$ cat config.mk
export PLATFORM = sky130hd
export DESIGN_NAME = blz_ctrl
export DESIGN_NICKNAME = d
export VERILOG_FILES = /design/src/rtl/core/blz_pkg.sv /design/src/rtl/core/blz_ctrl.sv
export SDC_FILE = /design/constraint.sdc
export NUM_CORES = 1
export LEC_CHECK = 0
export BUFFER_PORTS_ARGS = -buffer_cell sky130_fd_sc_hd__buf_4
export CAP_MARGIN = 20
export CORE_MARGIN = 3
export CORE_UTILIZATION = 39
export DETAILED_ROUTE_END_ITERATION = 6
export GPL_TIMING_DRIVEN = 1
export MAX_ROUTING_LAYER = met4
export PLACE_DENSITY = 0.77
export SYNTH_ARGS = -nofsm -noshare
export SYNTH_HDL_FRONTEND = slang
export SYNTH_SLANG_ARGS = --single-unit
$ cat constraint.sdc
create_clock -name clk_i -period 2.73 [get_ports clk_i]
set_input_delay 0 -clock clk_i [delete_from_list [all_inputs] [get_ports clk_i]]
set_output_delay 0 -clock clk_i [all_outputs]
set_load 0.005 [all_outputs]
$ cat src/rtl/core/blz_pkg.sv
// Shared constants, codes and controller/datapath types of the block LZ decompressor.
package blz_pkg;

  localparam int unsigned BLOCK_BYTES = 65536;
  localparam int unsigned AW = $clog2(BLOCK_BYTES);
  localparam int unsigned FW = AW + 1;
  localparam int unsigned RW = 17;
  localparam int unsigned SW = 30;
  localparam int unsigned LW = 6;

  localparam logic REG_EXPECTED_SIZE = 1'b0;

  localparam logic [SW-1:0] SIZE_LIMIT = 30'd536870912;
  localparam logic [7:0] CTRL_END = 8'hE0;
  localparam logic [7:0] MATCH_BASE = 8'h20;
  localparam int unsigned MATCH_LEN_ADD = 2;
  localparam int unsigned COPY_LEN_ADD = 4;
  localparam int unsigned MIN_BYTES = 4;

  typedef enum logic [1:0] {
    KIND_DATA = 2'd0,
    KIND_OK   = 2'd1,
    KIND_BAD  = 2'd2
  } kind_e;

  typedef struct packed {
    logic cap;
    logic set_err;
    logic fill_clr;
    logic hold_ctrl;
    logic hold_low;
    logic tok_lit;
    logic tok_match;
    logic tok_copy;
    logic lit_load;
    logic put_lit;
    logic cpy_load;
    logic rd;
    logic put_cpy;
    logic emit_status;
    logic stream_clr;
    logic tok_open;
  } dp_cmd_t;

  typedef struct packed {
    logic err;
    logic cfg_bad;
    logic b_ge_e0;
    logic cnt_zero;
    logic b_ge_20;
    logic lit_one;
    logic cpy_one;
    logic ref_bad;
    logic room_ok;
    logic slot_free;
    logic last;
  } dp_sts_t;

endpackage

$ cat src/rtl/core/blz_ctrl.sv
// Controller of the block LZ decompressor: token parse phase and per-beat sequencing.
module blz_ctrl (
  input  logic              clk_i,
  input  logic              rst_ni,
  input  logic              in_valid_i,
  output logic              in_ready_o,
  input  blz_pkg::dp_sts_t  sts_i,
  output blz_pkg::dp_cmd_t  cmd_o
);

  localparam logic [2:0] ST_IDLE = 3'd0;
  localparam logic [2:0] ST_DEC  = 3'd1;
  localparam logic [2:0] ST_ROOM = 3'd2;
  localparam logic [2:0] ST_RD   = 3'd3;
  localparam logic [2:0] ST_WR   = 3'd4;
  localparam logic [2:0] ST_FIN  = 3'd5;

  localparam logic [2:0] PH_CTRL  = 3'd0;
  localparam logic [2:0] PH_LIT   = 3'd1;
  localparam logic [2:0] PH_MLOW  = 3'd2;
  localparam logic [2:0] PH_CLOW  = 3'd3;
  localparam logic [2:0] PH_CHIGH = 3'd4;

  logic [2:0] state_q, state_d;
  logic [2:0] phase_q, phase_d;
  logic       tok_lit_q, tok_lit_d;
  logic [2:0] done_state;

  assign done_state = sts_i.last ? ST_FIN : ST_IDLE;

  always_comb begin
    cmd_o          = '0;
    cmd_o.tok_open = phase_q != PH_CTRL;
    state_d        = state_q;
    phase_d        = phase_q;
    tok_lit_d      = tok_lit_q;
    in_ready_o     = 1'b0;
    case (state_q)
      ST_IDLE: begin
        in_ready_o = 1'b1;
        if (in_valid_i) begin
          cmd_o.cap = 1'b1;
          state_d   = ST_DEC;
        end
      end
      ST_DEC: begin
        if (sts_i.err) begin
          state_d = done_state;
        end else if (sts_i.cfg_bad) begin
          cmd_o.set_err = 1'b1;
          state_d       = done_state;
        end else begin
          case (phase_q)
            PH_CTRL: begin
              if (sts_i.b_ge_e0) begin
                if (sts_i.cnt_zero) begin
                  cmd_o.fill_clr = 1'b1;
                  state_d        = done_state;
                end else begin
                  cmd_o.tok_lit = 1'b1;
                  tok_lit_d     = 1'b1;
                  state_d       = ST_ROOM;
                end
              end else begin
                cmd_o.hold_ctrl = 1'b1;
                phase_d         = sts_i.b_ge_20 ? PH_MLOW : PH_CLOW;
                state_d         = done_state;
              end
            end
            PH_LIT: begin
              if (sts_i.slot_free) begin
                cmd_o.put_lit = 1'b1;
                if (sts_i.lit_one) begin
                  phase_d = PH_CTRL;
                end
                state_d = done_state;
              end
            end
            PH_MLOW: begin
              cmd_o.tok_match = 1'b1;
              tok_lit_d       = 1'b0;
              phase_d         = PH_CTRL;
              state_d         = ST_ROOM;
            end
            PH_CLOW: begin
              cmd_o.hold_low = 1'b1;
              phase_d        = PH_CHIGH;
              state_d        = done_state;
            end
            PH_CHIGH: begin
              cmd_o.tok_copy = 1'b1;
              tok_lit_d      = 1'b0;
              phase_d        = PH_CTRL;
              state_d        = ST_ROOM;
            end
            default: begin
              phase_d = PH_CTRL;
              state_d = done_state;
            end
          endcase
        end
      end
      ST_ROOM: begin
        if (sts_i.ref_bad || !sts_i.room_ok) begin
          cmd_o.set_err = 1'b1;
          state_d       = done_state;
        end else if (tok_lit_q) begin
          cmd_o.lit_load = 1'b1;
          phase_d        = PH_LIT;
          state_d        = done_state;
        end else begin
          cmd_o.cpy_load = 1'b1;
          state_d        = ST_RD;
        end
      end
      ST_RD: begin
        cmd_o.rd = 1'b1;
        state_d  = ST_WR;
      end
      ST_WR: begin
        if (sts_i.slot_free) begin
          cmd_o.put_cpy = 1'b1;
          state_d       = sts_i.cpy_one ? done_state : ST_RD;
        end
      end
      ST_FIN: begin
        if (sts_i.slot_free) begin
          cmd_o.emit_status = 1'b1;
          cmd_o.stream_clr  = 1'b1;
          phase_d           = PH_CTRL;
          state_d           = ST_IDLE;
        end
      end
      default: begin
        state_d = ST_IDLE;
      end
    endcase
  end

  always_ff @(posedge clk_i or negedge rst_ni) begin
    if (!rst_ni) begin
      state_q   <= ST_IDLE;
      phase_q   <= PH_CTRL;
      tok_lit_q <= 1'b0;
    end else begin
      state_q   <= state_d;
      phase_q   <= phase_d;
      tok_lit_q <= tok_lit_d;
    end
  end

  a_one_beat: assert property (@(posedge clk_i) disable iff (!rst_ni)
    $onehot0({cmd_o.put_lit, cmd_o.put_cpy, cmd_o.emit_status}))
    else $error("more than one beat loaded into the output register");

  a_slot_free: assert property (@(posedge clk_i) disable iff (!rst_ni)
    (cmd_o.put_lit || cmd_o.put_cpy || cmd_o.emit_status) |-> sts_i.slot_free)
    else $error("output register overwritten while occupied");

  a_stream_end: assert property (@(posedge clk_i) disable iff (!rst_ni)
    cmd_o.stream_clr |=> ((phase_q == PH_CTRL) && (state_q == ST_IDLE)))
    else $error("stream end did not return the parser to its start");

endmodule

-- Word level (Yosys, flattened, before mapping)
Index checks and enable logic that the tools add are counted.
- equality and inequality tests: 22
- mux-type cells: 61
- bitwise gates (word level): 2
- reduce and logical (&&, ||, !) cells: 11
- operators by type and width (kind ; count):
    $mux W3 ; 19
    $mux W1 ; 30
    $pmux W3 S3 ; 3
    $ne A2 B2 Y1 const B ; 9
    $pmux W3 S6 ; 1
    $eq A3 B2 Y1 const B ; 4
    $mux W6 ; 2
    $eq A3 B3 Y1 const B ; 3
    $ne A3 B3 Y1 const B ; 3
    $reduce_and A9 Y1 ; 1
    $mux W7 ; 1
    $eq A3 B1 Y1 const B ; 2
    $logic_not A3 Y1 ; 2
    $mux W2 ; 3
    $reduce_and A6 Y1 ; 1
    $reduce_bool A3 Y1 ; 2
    $ne A5 B5 Y1 const B ; 1
    $pmux W1 S2 ; 2
    $reduce_and A4 Y1 ; 1
    $not A1 Y1 ; 2
    $reduce_bool A2 Y1 ; 1
    $reduce_or A2 Y1 ; 1
    $logic_not A1 Y1 ; 1
    $logic_or A1 B1 Y1 ; 1
- register bits: 7
- logic and storage cells: 99

-- Depth between registers and ports, before layout
Gate-level depths: netlist of the first run.
- word-level depth: 7
- depth in mapped cells: 6
- gate-level depth less buffers: 5

-- Worst setup path after synthesis of the first run
Ideal clock, no wire load.
- path type: reg2reg
- start: reg state_q[2]
- end: reg phase_q[2]
- arrival time: 1.370 ns
- required time: 2.612 ns
- setup slack: 1.242 ns
- cell stages (with the launch flop): 6
- path through: dfrtp_1 -> buf_6 -> or3_4 -> a211oi_2 -> o22ai_1 -> a21o_1
- longest elaborated chain between the ends: 3
- elaborated cells on any way between the ends: 14
- RTL lines (item ; line ; RTL):
    from (decl) ; blz_ctrl.sv:24 ; logic [2:0] state_q, state_d;
    from (signal assigned) ; blz_ctrl.sv:146 ; state_q <= state_d;
    $eq A3 B1 Y1, or another cell as far along ; blz_ctrl.sv:38 ; case (state_q)
    $ne A3 B3 Y1 (no source line), or another cell as far along ; - ;
    $reduce_and A9 Y1 (no source line) ; - ;
    to (signal assigned) ; blz_ctrl.sv:147 ; phase_q <= phase_d;
    to (decl) ; blz_ctrl.sv:25 ; logic [2:0] phase_q, phase_d;
Parallel ways exist; a longest one is shown, timed or not.
A chain may end at the register's enable or synchronous reset.

==> results of run 1 <==
## sequential cells by signal, summed over array words and instances, names as in the netlist
signal,count
phase_q,3
state_q,3
tok_lit_q,1
## final timing paths
kind,endpoint,slack (ns),cells past startpoint
worst min register to register,tok_lit_q,0.65,2
min in group asynchronous,phase_q[1],0.08,2
worst min-delay path,phase_q[0],0.02,3
worst max-delay path,cmd_o[9],0.74,5
max in group asynchronous,phase_q[0],2.52,2
worst max register to register,state_q[2],1.04,4
## stage by stage
step / hold slack [ns] / setup WS, ns / util (%)
global placement: -0.1836 / 1.161 / 57.38
finish: 0.02113 / 0.7407 / 59.63
CTS: 0.01728 / 0.8919 / 59.63
global route: 0.02149 / 0.6644 / 59.63
detailed placement: -0.1806 / 1.117 / 57.38
floorplan: -0.2956 / 1.242 / -
## kinds of logic after synthesis
| family | synth area share [%] |
|---|---|
| AOI/OAI and AO/OA | 20.00 |
| buffers and inverters | 9.298 |
| DFF | 24.56 |
| and+or+nand+nor | 46.14 |
## Yosys cell counts, types with 2 or more instances
master      n  area share, %
nand2_1    12            6.3
nor2_1      9            4.7
dfrtp_1     7             25
inv_1       6            3.2
nor3b_1     5            5.3
o21ai_0     5            3.5
a21oi_1     4            2.8
nor2b_1     4            3.5
nor3_1      4            2.8
and2_1      3            2.6
buf_4       3            3.2
a2bb2oi_1   2            2.5
a31oi_1     2            1.8
and2b_1     2            2.1
buf_2       2            1.4
nand2b_1    2            1.8
nor4b_2     2            4.2
o22ai_1     2            1.8
## placed cells by master, fill, tap and decap left out, drive strengths merged, types with 2 or more instances in the layout
master   count
and2         3
and2b        2
a31oi        2
dfrtp        7
a21oi        4
nor2        10
nand2       12
a2bb2oi      2
nor3b        5
buf         30
clkbuf       4
nor4b        3
o22ai        2
o21ai        5
inv          6
nor2b        4
nand2b       2
nor3         4
## cell type report
type                            instances  area, um2
Inverter                                6      22.52
Fill cell                             154      650.6
Clock buffer                            4      26.28
Timing Repair Buffer                   31      235.2
Sequential cell                         7      175.2
Tap cell                               24      30.03
Multi-Input combinational cell         73      471.7
## power groups by stage
stage	Clock, mW	Sequential, mW	Combinational, mW
6_report	0.101	0.231	0.434
5_1_grt	0.110	0.237	0.472
4_1_cts	0.105	0.226	0.434
3_5_place_dp	0	0.227	0.430
3_3_place_gp	0	0.225	0.425
2_1_floorplan	0	0.167	0.378
## worst register-to-register path, cell delays in order (launching register included)
cell,delay [ns]
dfrtp_1,0.65
nand2b_1,0.26
nor4_4,0.31
a2bb2oi_1,0.16
a22o_1,0.20
## layer usage
layer  track usage [%]  share of wire (%)  routed length (um)  vias up
met2             26.92                 48                 973       33
li1                  -                  -                   -      380
met5                 -                  0                   0        -
met3             1.534                5.3                 107        7
met1             20.49                 43                 860      367
met4             15.64                4.1                  82        0
==> impl_metrics.toml, run 1 <==
[logic_synthesis]
synth_edf_count = 0
ys.flop_type = "dfrtp_1"
yosysWarnings = 0
syn_area_per_cell_um2 = 7.752
synthesis.nets = 106
netlist_instances = 92
yosys_register_bits = 7
syn-cell-area_um2 = 713.2
yosysSeqAreaShare_pct = 24.56
synth.distinct_cells = 34
synthArstFlopShare_pct = 100.0

[final_layout]
fin_area_um2 = 960.9
diodes = 0
drive_gt1_share_pct = 33.06
syn2layout_area_growth_pct = 34.74
nets = 136
fin_cells = 145

[placed_design]
post_dp_cell_area_um2 = 924.6
dp_hpwl_mm = 1.557
dp_cells = 140
port_buffers = 30
globalplace.congestion = 0.8960

[critical_path]
slowest_stage = "dfrtp_1"
crit_start = "state_q[0]"
cp_max_fo = 15
cp-end-kind = "primary output"
worstPathBufferInverterCount = 1
cp-start-kind = "flip-flop"
path_class = "flip-flop to primary output"
arrival_ns = 1.99
worstPathRequired_ns = 2.73
crit_chain = "nand2b_1, nor2_4, nand2_1, nor3b_1, buf_4"
max_stage_delay_ns = 0.65
reg2reg_from = "state_q[0]"
crit_family = "simple AND/OR/NAND/NOR gates"

[sta]
finalHoldViolations = 0
fin_crit_sh_pct = 72.87
finalSetupViolations = 0
worst_pin_slew_ns = 0.5018
min_period_ns = 1.989
tns_ns = 0
slew_violations = 0
relSlewSlack_pct = 66.54
max_freq_mhz = 502.7
fin_skew_ns = 0.005847
rsz0062_at_grt = "false"

[power_and_ir_drop]
power.switching_mw = 0.3555
pwr-share-clk_pct = 13.2
p_sw_share_pct = 46.36
total_power_mw = 0.7668
vdd_drop_max_mv = 0.4277
comb_power_share_pct = 56.6
pwr-share-seq_pct = 30.2
power_density_nw_per_um2 = 798.0
p_leak_nw = 0.4562
p_int_mw = 0.4113

[detailed_routing]
post_drt_wl_per_cell_um = 13.95
viasPerCell = 5.428
drt_first_pass_iters = 4
ant_nets = 0
wl_mm = 2.023
dr.first_iter.drc_count = 26
drc = 0
num_vias = 787

[floorplanning]
die_x_um = 48.77
io_pins = 31
dieArea_um2 = 2378
rows = 14
die_h_um = 48.77
core_um2 = 1612
start_util_pct = 44.25

[global_routing]
grt_pass1_vias = 715
antenna_found_initial = 0
grt_use_total_pct = 17.60
grt.overflow.total = 0
grt_pass1_wl_mm = 3.139
grt_max_degree = 16

[clock_tree]
clk_path_buf_depth = 2
worstSkewPairLatency_ns = 0.26
cts_resized = 0
holdBufCountCts = 1
clkSinkCount = 7
clockRootBuffer = "clkbuf_4"
htreeDepth = 1
cts_buffers = 3
postCtsSetupRepairBufs = 0
clk_pin_slew_ns = 0.06
cts_tree = "yes"

[outcome]
status = "completed"

[run]
drv_cap = 0

[worst_hold_path]
hp-start = "sts_i[6]"
hp-class = "input port to flip-flop"
Note: power is estimated with default switching activity, not from simulation.
==> run 2: changes to the inputs <==
ABC_AREA = 1   (was default)
PLACE_DENSITY = 0.8   (was 0.77)
clock period = 1.8 ns   (was 2.73 ns; I/O delays follow)
==> impl_metrics.toml, run 2 <==
[power_and_ir_drop]
p_sw_share_pct = 50.35
power.switching_mw = 0.5966
total_power_mw = 1.185
pwr-share-clk_pct = 11.3
comb_power_share_pct = 62.8
power_density_nw_per_um2 = 1211
p_int_mw = 0.5882
pwr-share-seq_pct = 25.9
vdd_drop_max_mv = 0.7408
p_leak_nw = 0.5877

[worst_hold_path]
whs_path_depth = 4
hp-start = "sts_i[4]"
hold_end = "state_q[1]"
hp-class = "input port to flip-flop"

[logic_synthesis]
netlist_top_cells_count = "nand2_1, nor2_1, inv_1, nand3_1, dfrtp_1"
syn-cell-area_um2 = 694.4
yosysSeqAreaShare_pct = 25.23
syn_area_per_cell_um2 = 5.555
ys.flop_type = "dfrtp_1"
synthArstFlopShare_pct = 100.0
netlist_instances = 125
yosys-top-cells-area = "dfrtp_1, nand2_1, nor2_1"
synth_edf_count = 0
yosysWarnings = 0
synth_most_common_cell = "nand2_1"
yosys_register_bits = 7
synth.distinct_cells = 19
synthesis.nets = 139
synth.top_cell.area_share_pct = 25.23
yosys.area.top_type = "dfrtp_1"

[detailed_routing]
post_drt_wl_per_cell_um = 9.951
drc = 0
dr.first_iter.drc_count = 49
num_vias = 881
ant_nets = 0
drt_first_pass_iters = 4
wl_mm = 1.821
viasPerCell = 4.814

[placed_design]
globalplace.congestion = 0.8663
port_buffers = 30
dp_hpwl_mm = 1.570
dp_cells = 178
pre_cts_slack_ns = 0.4938

[critical_path]
cp-end-kind = "primary output"
crit_family = "buffers and inverters"
cp-start-kind = "flip-flop"
worst_r2r_path_depth = 8
path_class = "flip-flop to primary output"
crit_chain = "inv_2, nand3_1, inv_2, nand2_4, inv_4, nand2_1, nor2_1, buf_4"
arrival_ns = 1.53
reg2reg_from = "state_q[0]"
slowest_stage = "dfrtp_1"
cpMostUsedCell = "inv_2"
r2r_end = "phase_q[0]"
worstPathRequired_ns = 1.80
cp_max_fo = 6
max_stage_delay_ns = 0.44
worstPathBufferInverterCount = 4
r2r_setup_slack_ns = 0.49

[sta]
worst_pin_slew_ns = 0.3323
rsz0062_at_grt = "false"
layout_setup_ws_ns = 0.2721
tns_ns = 0
max_freq_mhz = 654.5
relSlewSlack_pct = 77.77
finalHoldViolations = 0
fin_skew_ns = 0.001256
finalSetupViolations = 0
slew_violations = 0
min_period_ns = 1.528
fin_crit_sh_pct = 84.88

[outcome]
status = "completed"

[final_layout]
multi_input_area_um2 = 441.7
fillers = 168
final_cell_mix = "nand2_1, buf_4, nor2_1"
nets = 174
fin_cells = 183
syn2layout_area_growth_pct = 40.90
final_util_pct = 61.38
final_common_cell = "nand2_1"
reg_top3 = "phase_q x3, state_q x3, tok_lit_q x1"
drive_gt1_share_pct = 29.56
layout.area.seq_um2 = 175.2
diodes = 0

[global_routing]
grt_use_total_pct = 16.93
met1_usage_pct = 23.49
grt_pass1_vias = 693
antenna_found_initial = 0
grt.overflow.total = 0
grt-busiest-layer = "met2"
grt_pass1_wl_mm = 2.739
gr-usage-met3_pct = 1.107
met2_usage_pct = 26.30
grt_max_degree = 8

[floorplanning]
io_pins = 31
rows = 14
dieArea_um2 = 2323
core_um2 = 1594
die_x_um = 48.20
start_util_pct = 43.56
die_h_um = 48.20

[clock_tree]
cts_buffers = 3
cts_tree = "yes"
htreeDepth = 1
worstSkewPairLatency_ns = 0.24
cts_resized = 0
clk_pin_slew_ns = 0.05
clkSinkCount = 7
holdBufCountCts = 1
clk_path_buf_depth = 2
postCtsSetupRepairBufs = 0
clockRootBuffer = "clkbuf_4"

[run]
drv_cap = 0
-- run 2: changes by cell type after synthesis, sizes merged, moves of 4 or more --
cell and change:
nand2 +31, inv +12, buf -5, nor2 +18, nand3 +12, nor3b -5, nor2b -4
-- run 2: how the worst max path moves through the flow --
| stage | start | endpoint | slack, ns | cells after the start |
|---|---|---|---|---|
| after global placement | state_q[2] | state_q[1] | 0.50 | 9 |
| final | state_q[2] | cmd_o[6] | 0.27 | 8 |
| after detailed placement | state_q[2] | phase_q[0] | 0.49 | 8 |
| after global routing | state_q[2] | cmd_o[13] | 0.13 | 8 |
| after floorplan | state_q[2] | phase_q[1] | 0.62 | 8 |
| after CTS | state_q[2] | cmd_o[6] | 0.26 | 8 |
-- run 2: metrics by stage --
| step | cell area [um2] | hold WS [ns] |
|---|---|---|
| 2_1_floorplan | 694.4 | -0.2956 |
| 3_3_place_gp | 942.2 | -0.1882 |
| 3_5_place_dp | 942.2 | -0.1857 |
| 4_1_cts | 978.4 | 0.05427 |
| 5_1_grt | 978.4 | 0.07876 |
| 6_report | 978.4 | 0.06317 |
-- run 2: layout make-up --
type / instances / share of cell area (%)
well taps: 24 / 3.069
multi-input cells: 99 / 45.14
repair buffers: 31 / 24.04
inverters: 18 / 7.161
flip-flops and latches: 7 / 17.90
clock buffers: 4 / 2.685
-- run 2: routing by layer --
layer / up-vias / wire, um
li1: 462 / -
met1: 378 / 833
met2: 39 / 872
met3: 2 / 111
met4: 0 / 4
met5: - / 0
-- run 2: logic make-up (layout without fill, tap and decap cells) --
family | count (synthesis) | in the layout | share of synthesized area [%]
AO/OA/AOI/OAI | 6 | 6 | 4.865
buffers and inverters | 19 | 53 | 11.17
flip-flops | 7 | 7 | 25.23
AND/OR/NAND/NOR | 93 | 93 | 58.74
-- run 2: worst register-to-register path, stage by stage (launching register included) --
cell     delay, ns
dfrtp_1       0.44
inv_2         0.12
nand3_2       0.11
nor2_2        0.12
nor2_1        0.06
nor2_2        0.13
nand2_2       0.09
nand2_1       0.06
nand2_1       0.06
-- run 2: power by group through the flow --
| stage | registers [mW] | logic, mW | clock network, mW |
|---|---|---|---|
| 6_report | 0.306 | 0.745 | 0.134 |
| 4_1_cts | 0.304 | 0.744 | 0.142 |
| 3_3_place_gp | 0.304 | 0.734 | 0 |
| 2_1_floorplan | 0.287 | 0.517 | 0 |
| 5_1_grt | 0.318 | 0.848 | 0.160 |
| 3_5_place_dp | 0.307 | 0.741 | 0 |
==> run 3: changes to the inputs <==
PLACE_DENSITY = 0.77   (was 0.8)
clock period = 1.48 ns   (was 1.8 ns; I/O delays follow)
==> impl_metrics.toml, run 3 (synthesis results as in run 2) <==
[detailed_routing]
wl_mm = 1.966
dr.first_iter.drc_count = 34
num_vias = 911
ant_nets = 0
viasPerCell = 4.898
post_drt_wl_per_cell_um = 10.57
drt_first_pass_iters = 5
drc = 0

[floorplanning]
rows = 14
core_um2 = 1594
die_h_um = 48.20
io_pins = 31
die_x_um = 48.20
dieArea_um2 = 2323
start_util_pct = 43.56

[sta]
fin_skew_ns = 0.002311
slew_violations = 0
relSlewSlack_pct = 77.06
min_period_ns = 1.407
finalHoldViolations = 0
finalSetupViolations = 0
max_freq_mhz = 711.0
fin_crit_sh_pct = 95.03
hold_slack_ns = 0.08052
worst_pin_slew_ns = 0.3428

[final_layout]
fin_cells = 186
syn2layout_area_growth_pct = 47.39
fillers = 152
final_common_cell = "nand2_1"
final_cell_mix = "nand2_1, buf_4, nor2_1"
reg_top3 = "phase_q x3, state_q x3, tok_lit_q x1"
multi_input_area_um2 = 462.9
drive_gt1_share_pct = 33.33
diodes = 0
nets = 177
layout.area.seq_um2 = 176.4

[power_and_ir_drop]
vdd_drop_max_mv = 1.114
p_leak_nw = 0.6051
power.switching_mw = 0.7772
p_sw_share_pct = 50.27
pwr-share-clk_pct = 10.3
p_int_mw = 0.7690
comb_power_share_pct = 64.8
power_density_nw_per_um2 = 1511
pwr-share-seq_pct = 24.8
total_power_mw = 1.546

[critical_path]
worst_r2r_path_depth = 9
arrival_ns = 1.41
crit_end = "cmd_o[6]"
worstPathBufferInverterCount = 4
cp_max_fo = 6
r2r_setup_slack_ns = 0.11
cp-start-kind = "flip-flop"
crit_start = "state_q[1]"
worstPathRequired_ns = 1.48
crit_chain = "inv_2, nand3_4, inv_2, nand2_4, inv_4, nand2_1, nor2_1, buf_4"
worstSetupPathDepth = 8
cp-end-kind = "primary output"
r2r_end = "state_q[0]"
slowest_stage = "dfrtp_2"
max_stage_delay_ns = 0.45
path_class = "flip-flop to primary output"
cpMostUsedCell = "inv_2"
reg2reg_from = "state_q[0]"
crit_family = "flip-flops"

[global_routing]
grt_use_total_pct = 17.20
grt_max_degree = 8
antenna_found_initial = 0
grt_pass1_vias = 698
grt.overflow.total = 0
grt_pass1_wl_mm = 2.773

[clock_tree]
clk_pin_slew_ns = 0.05
cts_tree = "yes"
clk_path_buf_depth = 2
clockRootBuffer = "clkbuf_4"
clkSinkCount = 7
worstSkewPairLatency_ns = 0.24
htreeDepth = 1
cts_buffers = 3

[placed_design]
globalplace.congestion = 0.9557
dp_hpwl_mm = 1.601
dp_cells = 178
port_buffers = 30

[worst_hold_path]
hp-class = "input port to flip-flop"

[run]
drv_cap = 0

[outcome]
status = "completed"
[run 3: per-layer routing]
| metal | part of all wire (%) | GRT usage (%) |
|---|---|---|
| met4 | 0 | 4.839 |
| met5 | 0 | - |
| met1 | 45 | 23.87 |
| met3 | 3.8 | 1.107 |
| met2 | 51 | 26.82 |
[run 3: layout make-up]
cell class | instances | area share [%]
repair buffers | 34 | 25.18
flip-flops and latches | 7 | 17.24
clock buffers | 4 | 2.567
multi-input cells | 99 | 45.23
inverters | 18 | 6.846
well taps | 24 | 2.934
[run 3: metrics by stage]
| step | instance area (um2) | TNS (ns) | util (%) | setup WS [ns] |
|---|---|---|---|---|
| 2_1_floorplan | 694.4 | 0 | - | 0.3034 |
| 3_3_place_gp | 942.2 | 0 | 59.11 | 0.1569 |
| 3_5_place_dp | 942.2 | 0 | 59.11 | 0.1906 |
| 4_1_cts | 987.2 | 0 | 61.93 | 0.01605 |
| 5_1_grt | 1023 | -0.07797 | 64.21 | -0.02869 |
| 6_report | 1023 | 0 | 64.21 | 0.07348 |
[run 3: timing repair]
action	CTS	global route
hold buffers	1	0
hold endpoints to repair	7	0
gates resized for setup	1	4
buffers inserted	1	2
endpoints found under the setup margin	3	6
[run 3: tightest hold or removal path, delay by kind of cell]
| family | cells | cell delay, ns |
|---|---|---|
| and+or+nand+nor | 3 | 0.19 |
| buffers and inverters | 1 | 0.09 |
[run 3: worst min path at each step]
stage	start	to	cells past startpoint
3_5_place_dp	rst_ni	state_q[2]	1
3_3_place_gp	rst_ni	state_q[1]	1
4_1_cts	sts_i[4]	state_q[1]	4
6_report	sts_i[4]	state_q[1]	4
5_1_grt	sts_i[4]	state_q[1]	4
2_1_floorplan	rst_ni	phase_q[0]	0
[run 3: power by group through the flow]
stage	combinational (mW)	sequential (mW)	clock [mW]
final	1.00	0.384	0.160
after CTS	0.935	0.363	0.169
after floorplan	0.629	0.349	0
after detailed placement	0.905	0.373	0
after global placement	0.896	0.370	0
after global routing	1.13	0.397	0.184
